<file path="src/rtl/swrd_pkg.sv">
// ----------------------------------------------------------------------------
// swrd_pkg
// Shared types, codes and the CRC8 step for the register datagram master.
// ----------------------------------------------------------------------------
package swrd_pkg;

	localparam int ECHO_BYTES = 4;

	localparam logic [7:0] SYNC_BYTE   = 8'h05;
	localparam logic [7:0] MASTER_ADDR = 8'hFF;
	localparam logic [7:0] CRC_POLY    = 8'h07;

	// item modes
	typedef enum logic [1:0] {
		MODE_WRITE = 2'd0,
		MODE_READ  = 2'd1,
		MODE_BYTE  = 2'd2,
		MODE_TICK  = 2'd3
	} mode_t;

	// result kinds
	localparam logic KIND_TX   = 1'b0;
	localparam logic KIND_DONE = 1'b1;

	// read status codes
	localparam logic [1:0] ST_OK        = 2'd0;
	localparam logic [1:0] ST_TIMEOUT   = 2'd1;
	localparam logic [1:0] ST_BAD_FRAME = 2'd2;

	// configuration register indexes
	localparam logic CFG_NODE_ADDRESS  = 1'b0;
	localparam logic CFG_REPLY_TIMEOUT = 1'b1;

	// finished read, from receiver to serializer
	typedef struct packed {
		logic        valid;
		logic [1:0]  status;
		logic [31:0] value;
	} done_t;

	// one byte into the CRC, LSB first, poly 0x07
	function automatic logic [7:0] crc8_add(input logic [7:0] crc, input logic [7:0] b);
		logic [7:0] c;
		c = crc;
		for (int i = 0; i < 8; i++) begin
			if (c[7] ^ b[i]) begin
				c = {c[6:0], 1'b0} ^ CRC_POLY;
			end else begin
				c = {c[6:0], 1'b0};
			end
		end
		return c;
	endfunction

endpackage

</file>
<file path="src/rtl/swrd_rx.sv">
// ----------------------------------------------------------------------------
// swrd_rx
// Reply receiver: skips the echo, checks header and CRC, counts timeout ticks.
// ----------------------------------------------------------------------------
module swrd_rx (
	input  logic                 clk,
	input  logic                 arst_n,
	input  logic                 accept,
	input  logic [1:0]           mode,
	input  logic [7:0]           rx_byte,
	input  logic [15:0]          reply_timeout,
	output swrd_pkg::done_t      done
);

	localparam logic [3:0] ECHO = 4'(swrd_pkg::ECHO_BYTES);

	logic        pending_q, pending_n;
	logic [3:0]  count_q, count_n;
	logic [7:0]  crc_q, crc_n;
	logic        hdr_good_q, hdr_good_n;
	logic [31:0] data_q, data_n;
	logic [15:0] ticks_q, ticks_n;
	logic [3:0]  rpos;
	swrd_pkg::done_t done_n;

	always_comb begin
		pending_n  = pending_q;
		count_n    = count_q;
		crc_n      = crc_q;
		hdr_good_n = hdr_good_q;
		data_n     = data_q;
		ticks_n    = ticks_q;
		done_n     = '0;
		rpos       = count_q - ECHO;
		case (swrd_pkg::mode_t'(mode))
			swrd_pkg::MODE_READ: begin
				pending_n  = 1'b1;
				count_n    = '0;
				crc_n      = '0;
				hdr_good_n = 1'b1;
				data_n     = '0;
				ticks_n    = '0;
			end
			swrd_pkg::MODE_BYTE: begin
				if (pending_q) begin
					if (count_q < ECHO) begin
						count_n = count_q + 4'd1;
					end else begin
						if (rpos == 4'd0 && rx_byte != swrd_pkg::SYNC_BYTE)
							hdr_good_n = 1'b0;
						if (rpos == 4'd1 && rx_byte != swrd_pkg::MASTER_ADDR)
							hdr_good_n = 1'b0;
						if (rpos >= 4'd3 && rpos <= 4'd6)
							data_n = {data_q[23:0], rx_byte};
						if (rpos < 4'd7) begin
							crc_n   = swrd_pkg::crc8_add(crc_q, rx_byte);
							count_n = count_q + 4'd1;
						end else begin
							// CRC beat closes the reply
							pending_n   = 1'b0;
							done_n.valid = 1'b1;
							if (hdr_good_n && rx_byte == crc_q) begin
								done_n.status = swrd_pkg::ST_OK;
								done_n.value  = data_n;
							end else begin
								done_n.status = swrd_pkg::ST_BAD_FRAME;
							end
						end
					end
				end
			end
			swrd_pkg::MODE_TICK: begin
				if (pending_q) begin
					ticks_n = ticks_q + 16'd1;
					if (ticks_n >= reply_timeout) begin
						pending_n     = 1'b0;
						done_n.valid  = 1'b1;
						done_n.status = swrd_pkg::ST_TIMEOUT;
					end
				end
			end
			default: ;
		endcase
	end

	assign done = accept ? done_n : '0;

	always_ff @(posedge clk or negedge arst_n) begin
		if (!arst_n) begin
			pending_q  <= 1'b0;
			count_q    <= '0;
			crc_q      <= '0;
			hdr_good_q <= 1'b1;
			data_q     <= '0;
			ticks_q    <= '0;
		end else if (accept) begin
			pending_q  <= pending_n;
			count_q    <= count_n;
			crc_q      <= crc_n;
			hdr_good_q <= hdr_good_n;
			data_q     <= data_n;
			ticks_q    <= ticks_n;
		end
	end

endmodule

</file>
<file path="src/rtl/swrd_tx.sv">
// ----------------------------------------------------------------------------
// swrd_tx
// Result register and frame serializer: one beat per cycle while out_ready is high, CRC built on the fly.
// ----------------------------------------------------------------------------
module swrd_tx (
	input  logic            clk,
	input  logic            arst_n,
	input  logic            accept,
	input  logic [1:0]      mode,
	input  logic [6:0]      reg_index,
	input  logic [31:0]     write_value,
	input  logic [7:0]      node_address,
	input  swrd_pkg::done_t done,
	input  logic            out_ready,
	output logic            free,
	output logic            out_valid,
	output logic            out_kind,
	output logic [7:0]      tx_byte,
	output logic            last_byte,
	output logic [1:0]      read_status,
	output logic [31:0]     read_value
);

	logic        busy_q;
	logic        kind_q;
	logic [55:0] frame_q;   // pending frame bytes, next one on top
	logic [2:0]  rem_q;     // frame bytes left before the CRC beat
	logic [7:0]  crc_q;
	logic [1:0]  status_q;
	logic [31:0] value_q;
	logic        take, last_beat, load_wr, load_rd;

	assign take      = busy_q && out_ready;
	assign last_beat = (kind_q == swrd_pkg::KIND_DONE) || (rem_q == 3'd0);
	assign free      = !busy_q || (take && last_beat);
	assign load_wr   = accept && (mode == swrd_pkg::MODE_WRITE);
	assign load_rd   = accept && (mode == swrd_pkg::MODE_READ);

	always_ff @(posedge clk or negedge arst_n) begin
		if (!arst_n) begin
			busy_q   <= 1'b0;
			kind_q   <= swrd_pkg::KIND_TX;
			rem_q    <= '0;
			frame_q  <= '0;
			crc_q    <= '0;
			status_q <= swrd_pkg::ST_OK;
			value_q  <= '0;
		end else if (load_wr) begin
			busy_q  <= 1'b1;
			kind_q  <= swrd_pkg::KIND_TX;
			frame_q <= {swrd_pkg::SYNC_BYTE, node_address, 1'b1, reg_index, write_value};
			rem_q   <= 3'd7;
			crc_q   <= '0;
		end else if (load_rd) begin
			busy_q  <= 1'b1;
			kind_q  <= swrd_pkg::KIND_TX;
			frame_q <= {swrd_pkg::SYNC_BYTE, node_address, 1'b0, reg_index, 32'd0};
			rem_q   <= 3'd3;
			crc_q   <= '0;
		end else if (done.valid) begin
			busy_q   <= 1'b1;
			kind_q   <= swrd_pkg::KIND_DONE;
			status_q <= done.status;
			value_q  <= done.value;
		end else if (take) begin
			if (last_beat) begin
				busy_q <= 1'b0;
			end else begin
				crc_q   <= swrd_pkg::crc8_add(crc_q, frame_q[55:48]);
				frame_q <= {frame_q[47:0], 8'd0};
				rem_q   <= rem_q - 3'd1;
			end
		end
	end

	always_comb begin
		out_valid   = busy_q;
		out_kind    = kind_q;
		tx_byte     = '0;
		last_byte   = 1'b0;
		read_status = swrd_pkg::ST_OK;
		read_value  = '0;
		if (kind_q == swrd_pkg::KIND_DONE) begin
			read_status = status_q;
			read_value  = value_q;
		end else begin
			tx_byte   = (rem_q == 3'd0) ? crc_q : frame_q[55:48];
			last_byte = (rem_q == 3'd0);
		end
	end

endmodule

</file>
<file path="src/rtl/single_wire_register_datagram.sv">
// ----------------------------------------------------------------------------
// single_wire_register_datagram
// Master side of a one-wire register link: request frames out, reply checked.
// ----------------------------------------------------------------------------
//  channel | handshake            | payload
//  --------+----------------------+----------------------------------------------
//  in      | in_valid / in_ready  | mode, reg_index, write_value, rx_byte
//  out     | out_valid / out_ready| out_kind, tx_byte, last_byte, read_status,
//          |                      | read_value
//  cfg     | cfg_we               | cfg_index, cfg_data
//
// A write request gives 8 output beats, a read request 4, one per cycle while out_ready
// is high; a line byte or tick gives none or one finished-read beat in the cycle after
// acceptance. The next item is accepted in the cycle the final beat of the previous one
// is taken, so the serializer sets the rate. Output stalls hold the beat and hold off
// input. Reset is asynchronous and leaves the link idle, no read open.
// ----------------------------------------------------------------------------
module single_wire_register_datagram (
	input  logic        clk,
	input  logic        arst_n,
	input  logic        in_valid,
	output logic        in_ready,
	input  logic [1:0]  mode,
	input  logic [6:0]  reg_index,
	input  logic [31:0] write_value,
	input  logic [7:0]  rx_byte,
	output logic        out_valid,
	input  logic        out_ready,
	output logic        out_kind,
	output logic [7:0]  tx_byte,
	output logic        last_byte,
	output logic [1:0]  read_status,
	output logic [31:0] read_value,
	input  logic        cfg_we,
	input  logic [0:0]  cfg_index,
	input  logic [15:0] cfg_data
);

	logic            accept;
	logic            free;
	logic [7:0]      node_address_q;
	logic [15:0]     reply_timeout_q;
	swrd_pkg::done_t done;

	always_ff @(posedge clk or negedge arst_n) begin
		if (!arst_n) begin
			node_address_q  <= 8'd0;
			reply_timeout_q <= 16'd20;
		end else if (cfg_we) begin
			if (cfg_index == swrd_pkg::CFG_NODE_ADDRESS)
				node_address_q <= cfg_data[7:0];
			if (cfg_index == swrd_pkg::CFG_REPLY_TIMEOUT)
				reply_timeout_q <= cfg_data;
		end
	end

	assign in_ready = free;
	assign accept   = in_valid && free;

	swrd_rx u_rx (
		.clk           (clk),
		.arst_n        (arst_n),
		.accept        (accept),
		.mode          (mode),
		.rx_byte       (rx_byte),
		.reply_timeout (reply_timeout_q),
		.done          (done)
	);

	swrd_tx u_tx (
		.clk          (clk),
		.arst_n       (arst_n),
		.accept       (accept),
		.mode         (mode),
		.reg_index    (reg_index),
		.write_value  (write_value),
		.node_address (node_address_q),
		.done         (done),
		.out_ready    (out_ready),
		.free         (free),
		.out_valid    (out_valid),
		.out_kind     (out_kind),
		.tx_byte      (tx_byte),
		.last_byte    (last_byte),
		.read_status  (read_status),
		.read_value   (read_value)
	);

	// a request always opens its frame with the sync byte
	a_frame_start: assert property (@(posedge clk) disable iff (!arst_n)
		(accept && (mode == swrd_pkg::MODE_WRITE || mode == swrd_pkg::MODE_READ)) |=>
		(out_valid && out_kind == swrd_pkg::KIND_TX &&
		 tx_byte == swrd_pkg::SYNC_BYTE && !last_byte))
		else $error("request did not start with sync beat");

	a_done_clean: assert property (@(posedge clk) disable iff (!arst_n)
		(out_valid && out_kind == swrd_pkg::KIND_DONE) |->
		(tx_byte == 8'd0 && !last_byte && read_status != 2'd3))
		else $error("finished-read beat carries frame fields");

	a_fail_zero: assert property (@(posedge clk) disable iff (!arst_n)
		(out_valid && read_status != swrd_pkg::ST_OK) |-> (read_value == 32'd0))
		else $error("failed read returned a value");

	a_no_overrun: assert property (@(posedge clk) disable iff (!arst_n)
		(out_valid && !out_ready) |-> !in_ready)
		else $error("input taken while a beat is stalled");

endmodule
</file>
<file path="config.mk">
export PLATFORM = sky130hd
export DESIGN_NAME = single_wire_register_datagram
export DESIGN_NICKNAME = d
export VERILOG_FILES = /design/src/rtl/swrd_pkg.sv /design/src/rtl/swrd_rx.sv /design/src/rtl/swrd_tx.sv /design/src/rtl/single_wire_register_datagram.sv
export SDC_FILE = /design/constraint.sdc
export NUM_CORES = 1
export LEC_CHECK = 0
export ABC_AREA = 1
export BUFFER_PORTS_ARGS = -buffer_cell sky130_fd_sc_hd__clkbuf_2
export CAP_MARGIN = 20
export CORE_ASPECT_RATIO = 0.6
export CORE_UTILIZATION = 40
export DETAILED_ROUTE_END_ITERATION = 12
export GPL_TIMING_DRIVEN = 0
export HOLD_SLACK_MARGIN = 0.15
export PLACE_DENSITY = 0.56
export REMOVE_ABC_BUFFERS = 1
export SLEW_MARGIN = 20
export SYNTH_ARGS = -nofsm -noshare
export SYNTH_HDL_FRONTEND = slang
export SYNTH_SLANG_ARGS = --single-unit
</file>
<file path="constraint.sdc">
create_clock -name clk -period 3.45 [get_ports clk]
set_input_delay 0.345 -clock clk [delete_from_list [all_inputs] [get_ports clk]]
set_output_delay 0.345 -clock clk [all_outputs]
set_load 0.02 [all_outputs]
</file>
==> flow_metrics.tcl, run 1 <==
set metrics [dict create \
    cts_max_path_buffers 2 \
    start_kind "flip-flop" \
    p_sw_mw 3.63 \
    rows 44 \
    root_buffer "clkbuf_16" \
    io_buffers 116 \
    clk_latency_ns 0.46 \
    ioPinCount 117 \
    switching_share_pct 40.7 \
    drcViolationCount 0 \
    viasPerCell 4.91 \
    setup_viol 0 \
    grt_start_max_net_pins 81 \
    endpoint_kind "flip-flop" \
    die_w_um 208 \
    fin_crit_ns 3.17 \
    die_area_um2 26200 \
    n_antenna_cell 0 \
    drive_gt1_share_pct 14.0 \
    leakage_nw 6.35 \
    power_density_nw_per_um2 740 \
    ys_warn_count 0 \
    internal-power_mw 5.29 \
    place_area_um2 11000 \
    max_freq_mhz 315 \
    maxSlewViolCount 0 \
    antenna_found_initial 0 \
    tns_ns 0 \
    first_iter_violations 700 \
    routedWlPerCell_um 14.8 \
    die_y_um 126 \
    cts_tree "done" \
    relSlewSlack_pct 34.1 \
    yosys-top-cells-area "dfrtp_1 46%, nand2_1 13%, inv_1 7.9%, o21ai_0 6.9%, ha_1 3.9%" \
    netlist_area_um2 10200 \
    clk_pin_slew_worst_paths_ns 0.07 \
    core_area_um2 24600 \
    outcome "finished clean" \
    yosysUniqueCellTypes 42 \
    synth.avg_cell_area_um2 7.88 \
    synth-async-reset-ratio_pct 100 \
    worstHoldPathType "in2reg" \
    netlist_instances 1294 \
    ys_ff_latch 189 \
    reg2reg_depth 20 \
    drt_first_pass_iters 7 \
    cts-buffers-inserted 17 \
    netlist.area_leader.share_pct 45.6 \
    tightestPinTransition_ns 0.986 \
    yosys.area.top_type "dfrtp_1" \
    grt_usage_pct 20.5 \
    drtAntennaViolNets 0 \
    overflow 0 \
    yosysMostFrequentCell "nand2_1" \
    holdWs_ns 0.168 \
    grt_pass1_vias 7908 \
    utilization_pct 49.0 \
    start_util_pct 41.4 \
    clock_sinks 189 \
    arrival_ns 3.51 \
    fin_crit_sh_pct 92.0 \
    synth_edf_count 0 \
    wl_mm 25.8 \
    finalClockSkew_ns 0.0139 \
    grt_pass1_wl_mm 42.2 \
    synth_flop_cell "dfrtp_1" \
    power_frac_comb_pct 40.9 \
    synthTopCellsByCount "341 x nand2_1, 214 x inv_1, 186 x dfrtp_1, 140 x o21ai_0, 69 x nor2_1" \
    rsz0062_at_grt "no" \
    vias 8580 \
    final_cell_area_um2 12000 \
    clkPwrFrac_pct 21.8 \
    seqPwrFrac_pct 37.3 \
    hold_viol 0 \
    hold_depth 3 \
    place_hpwl_mm 16.7 \
    worst_ep_required_time_ns 3.79 \
    crit_type "reg2reg" \
    htree_num_levels 4 \
    nNetsFinal 1516 \
    yosysSeqAreaShare_pct 46.4 \
    crit_fanout 11 \
    place.gp.congestion 0.813 \
    area_delta_synth_final_pct 18.1 \
    cap_violations 0 \
    peakVddDrop_mv 0.392 \
]
==> cells in the final DEF, fill, tap and decap left out, types with 2 or more instances in the layout <==
| cell type | Yosys | final |
|---|---|---|
| xnor2_1 | 23 | 23 |
| nor2_8 | 2 | 2 |
| nor3_1 | 3 | 2 |
| dlygate4sd3_1 | 0 | 22 |
| buf_4 | 2 | 4 |
| clkinvlp_4 | 0 | 4 |
| xor2_1 | 31 | 31 |
| nand2_8 | 1 | 3 |
| nand3_4 | 1 | 3 |
| nand4_1 | 38 | 38 |
| clkinv_4 | 0 | 3 |
| dfstp_2 | 3 | 3 |
| inv_1 | 214 | 213 |
| inv_2 | 6 | 6 |
| clkinv_2 | 0 | 3 |
| a21boi_0 | 2 | 2 |
| a22o_1 | 6 | 6 |
| o21ai_1 | 8 | 9 |
| nand3_1 | 23 | 23 |
| clkbuf_16 | 0 | 17 |
| nand2_4 | 1 | 2 |
| buf_16 | 0 | 2 |
| nor2_2 | 2 | 3 |
| a21oi_1 | 30 | 30 |
| ha_1 | 32 | 32 |
| a31oi_1 | 5 | 5 |
| nor2_1 | 69 | 66 |
| clkbuf_8 | 0 | 3 |
| inv_6 | 0 | 2 |
| nand2_2 | 2 | 4 |
| clkbuf_2 | 0 | 115 |
| buf_12 | 0 | 5 |
| dfrtp_1 | 186 | 185 |
| nand2_1 | 341 | 337 |
| nor2_4 | 5 | 10 |
| o21ai_0 | 140 | 139 |
| o22ai_1 | 55 | 55 |
==> timing repair <==
item                                    in CTS  in global routing
buffers inserted                             4                  4
hold buffers                                22                  0
pin swaps                                    3                  2
hold endpoints to repair                    59                  0
endpoints found under the setup margin      99                 50
gates resized for setup                      9                  9
cloned                                       3                  2
==> metal layers <==
metal,vias up,global-route usage [%],share of wire [%]
li1,4365,-,-
met1,4029,32.9,56
met2,166,27.2,39
met3,20,4.01,3.9
met4,0,6.14,1.3
met5,-,0,0
==> state kept, by name, indices dropped and copies added (netlist names), 2 cells and up <==
signal           flops
node_address_q       8
u_rx.data_q         32
u_rx.count_q         4
u_tx.rem_q           3
u_rx.ticks_q        16
u_tx.frame_q        56
u_tx.status_q        2
reply_timeout_q     16
u_tx.value_q        32
u_tx.crc_q           8
u_rx.crc_q           8
==> kinds of logic (layout without fill, tap and decap cells) <==
| logic type | Yosys count | in the layout | synth area share [%] |
|---|---|---|---|
| AOI/OAI and AO/OA | 252 | 252 | 13.7 |
| DFF | 189 | 189 | 46.4 |
| and+or+nand+nor | 493 | 498 | 20.7 |
| adders and majority gates | 32 | 32 | 3.93 |
| xor gates and xnor gates | 54 | 54 | 4.64 |
| buffers and inverters | 274 | 401 | 10.7 |
==> layout make-up <==
cell class	instances	area, µm²
multi-input cells	836	4520
clock buffers	20	457
flip-flops and latches	189	4740
clock inverters	12	111
well taps	322	403
fillers	2435	12600
inverters	220	830
repair buffers	149	995
==> power by group through the flow <==
| stage | Clock (mW) | Sequential, mW | Combinational, mW |
|---|---|---|---|
| final | 1.95 | 3.32 | 3.65 |
| after global routing | 2.08 | 3.41 | 4.17 |
| after CTS | 1.99 | 3.32 | 3.61 |
| after detailed placement | 0 | 3.35 | 3.52 |
| after global placement | 0 | 3.35 | 3.43 |
| after floorplan | 0 | 3.24 | 2.68 |
==> path summary, 6_finish.rpt <==
kind                                  from                 end  slack, ns
max in group asynchronous           arst_n     u_rx.count_q[3]       2.02
min in group asynchronous           arst_n     u_tx.frame_q[1]       0.34
hold reg to reg            u_tx.value_q[1]     u_tx.value_q[1]       0.47
setup / recovery           u_rx.ticks_q[0]    u_tx.value_q[13]       0.28
setup reg to reg           u_rx.ticks_q[0]    u_tx.value_q[13]       0.28
hold / removal                 cfg_data[4]  reply_timeout_q[4]       0.17
==> stage by stage <==
| step | instances | power (mW) | setup slack [ns] |
|---|---|---|---|
| floorplan | 1240 | 5.92 | -0.176 |
| global placement | 1678 | 6.78 | -1.87 |
| detailed placement | 1681 | 6.87 | -1.02 |
| CTS | 1742 | 8.92 | 0.0318 |
| global route | 1748 | 9.66 | 0.00300 |
| finish | 1748 | 8.92 | 0.275 |
==> critical path, cell delays in order, from the launching register on <==
cell and delay [ns]:
dfrtp_1 0.41, ha_1 0.22, nand2_1 0.10, nor2_4 0.14, nand3_1 0.14, nor2_2 0.13
nand2_1 0.08, nor2_2 0.14, xor2_1 0.20, inv_1 0.07, ha_1 0.29, nand2_1 0.05
o21ai_1 0.17, a21oi_1 0.10, nand2_2 0.12, nand2_4 0.11, nand2_8 0.13, nand3_4 0.12
buf_12 0.21, nand2_1 0.05, nand2_1 0.05
Note: power is estimated with default switching activity, not from simulation.
==> run 2, diff against run 1 <==
--- a/config.mk
+++ b/config.mk
@@ -9,7 +9,9 @@
 export BUFFER_PORTS_ARGS = -buffer_cell sky130_fd_sc_hd__clkbuf_2
 export CAP_MARGIN = 20
 export CORE_ASPECT_RATIO = 0.6
+export CORE_MARGIN = 4
 export CORE_UTILIZATION = 40
+export CTS_BUF_LIST = sky130_fd_sc_hd__clkbuf_4
 export DETAILED_ROUTE_END_ITERATION = 12
 export GPL_TIMING_DRIVEN = 0
 export HOLD_SLACK_MARGIN = 0.15
==> flow_metrics.tcl, run 2 (synthesis results as in run 1) <==
set metrics [dict create \
    n_fill_cell 2452 \
    crit_chain "ha_2, nand2_1, nor2_4, nand3_1, nor2_1, nand2_1, nor2_2, nand2_1, xor2_2, ha_1, nand2_1, nor3_2, nand2_1, nand2_2, nand2_4, nand2_8, nand3_4, buf_12, nand2_1, nand2_1" \
    grt_pass1_wl_mm 44.1 \
    arrival_ns 3.63 \
    die_w_um 214 \
    root_buffer "clkbuf_4" \
    nNetsFinal 1557 \
    tns_ns 0 \
    crit_type "reg2reg" \
    clock_sinks 189 \
    met2_usage_pct 27.2 \
    power_mw 8.34 \
    endpoint_kind "flip-flop" \
    drive_gt1_share_pct 14.1 \
    relSlewSlack_pct 24.1 \
    place_hpwl_mm 17.0 \
    dp_cells 1681 \
    worst_ep_required_time_ns 3.94 \
    grt_pass1_vias 8292 \
    stdcell_count 1789 \
    maxSlewViolCount 0 \
    worstHoldPathType "in2reg" \
    tightestPinTransition_ns 1.14 \
    drt_first_pass_iters 7 \
    outcome "finished clean" \
    cts_tree "done" \
    overflow 0 \
    setup_viol 0 \
    critical-path-max-stage-delay_ns 0.42 \
    max_freq_mhz 318 \
    die_area_um2 28200 \
    largest_reg_flops 56 \
    cap_violations 0 \
    rows 44 \
    fin_crit_ns 3.15 \
    area_delta_synth_final_pct 19.7 \
    grt_start_max_net_pins 84 \
    first_iter_violations 659 \
    start_kind "flip-flop" \
    routedWlPerCell_um 15.2 \
    start_util_pct 41.4 \
    met1_usage_pct 29.5 \
    fin_crit_sh_pct 91.2 \
    grt.busiest_layer "met1" \
    ioPinCount 117 \
    finalClockSkew_ns 0.0420 \
    core_area_um2 24600 \
    crit_fanout 17 \
    clk_latency_ns 0.63 \
    vias 8786 \
    leakage_nw 6.42 \
    clk_pin_slew_worst_paths_ns 0.15 \
    drcViolationCount 0 \
    wl_mm 27.2 \
    final_common_cell "nand2_1" \
    antenna_found_initial 1 \
    io_buffers 116 \
    final_cell_area_um2 12200 \
    cts-buffers-inserted 17 \
    peakVddDrop_mv 0.323 \
    power_density_nw_per_um2 683 \
    place.gp.congestion 0.844 \
    met3_usage_pct 4.48 \
    final_cell_mix "336 x nand2_1, 213 x inv_1, 185 x dfrtp_1, 138 x o21ai_0, 115 x clkbuf_2" \
    crit_slowest_cell "dfrtp_1" \
    cts_max_path_buffers 2 \
    top_regs "u_tx.frame_q: 56 flops, u_rx.data_q: 32 flops, u_tx.value_q: 32 flops" \
    hold_viol 0 \
    grt_usage_pct 19.2 \
    place_area_um2 11000 \
    top_register "u_tx.frame_q" \
    htree_num_levels 4 \
    drtAntennaViolNets 0 \
    crit_path_frequent_cell "nand2_1" \
    viasPerCell 4.91 \
    die_y_um 132 \
]
run 2: cell types whose count changed in the layout (fill, tap and decap cells not counted), moves of 2 or more:
| cell | change |
|---|---|
| buf_4 | +3 |
| clkinvlp_4 | -2 |
| clkbuf_8 | -2 |
| clkbuf_16 | -17 |
| bufinv_16 | +2 |
| dlygate4sd3_1 | +37 |
| clkbuf_4 | +22 |
| clkinv_2 | -2 |
| clkinv_1 | +3 |
| inv_6 | -2 |
| clkinv_4 | -2 |
run 2: power by group:
part,total [mW],switching (mW),internal (mW)
combinational,3.73,2.32,1.41
sequential,3.32,0.434,2.88
clock,1.29,0.761,0.532
total,8.34,3.52,4.82
run 2: stage by stage:
step / hold WS, ns / util, % / setup WS (ns)
2_1_floorplan: 0.0494 / - / -0.176
3_5_place_dp: 0.266 / 44.8 / -1.11
4_1_cts: 0.162 / 49.1 / 0.0339
5_1_grt: 0.213 / 49.6 / -0.0139
6_report: 0.218 / 49.6 / 0.302
3_3_place_gp: 0.455 / 44.4 / -1.82
run 2: final timing paths:
check,from,to,slack (ns),cells after the start
worst max register to register,u_rx.ticks_q[0],u_tx.value_q[15],0.30,20
worst min-delay path,rx_byte[6],u_rx.data_q[6],0.22,3
max in group asynchronous,arst_n,u_rx.data_q[6],1.77,5
worst min register to register,u_tx.value_q[0],u_tx.value_q[0],0.48,2
worst max-delay path,u_rx.ticks_q[0],u_tx.value_q[15],0.30,20
min in group asynchronous,arst_n,reply_timeout_q[14],0.70,3
run 2: worst max-delay path: cells and delay by family, from the launching register on:
kind / cells / cell delay, ns
simple gates: 16 / 1.75
fa+ha+maj: 2 / 0.48
flops: 1 / 0.42
buf+inv: 1 / 0.20
xor+xnor: 1 / 0.17
run 2: final cells by class:
| cell class | instances | area, µm² | share of cell area (%) |
|---|---|---|---|
| Sequential cell | 189 | 4740 | 38.8 |
| Multi-Input combinational cell | 836 | 4540 | 37.2 |
| Timing Repair Buffer | 190 | 1420 | 11.6 |
| Inverter | 220 | 830 | 6.79 |
| Tap cell | 322 | 403 | 3.30 |
| Clock buffer | 22 | 165 | 1.35 |
| Clock inverter | 9 | 123 | 1.00 |
| Antenna cell | 1 | 2.50 | 0.0205 |
run 2: repair_timing:
action | 4_1_cts | 5_1_grt
endpoints found under the setup margin | 77 | 58
hold buffers | 60 | 0
pin swaps | 2 | 5
setup buffers | 6 | 5
resized for setup | 8 | 17
cloned | 3 | 2
hold endpoints to repair | 179 | 0
run 2: metal layers:
layer	share of wire, %	up-vias
li1	-	4448
met1	53	4142
met2	41	170
met5	0	-
met4	1.3	0
met3	4.9	26
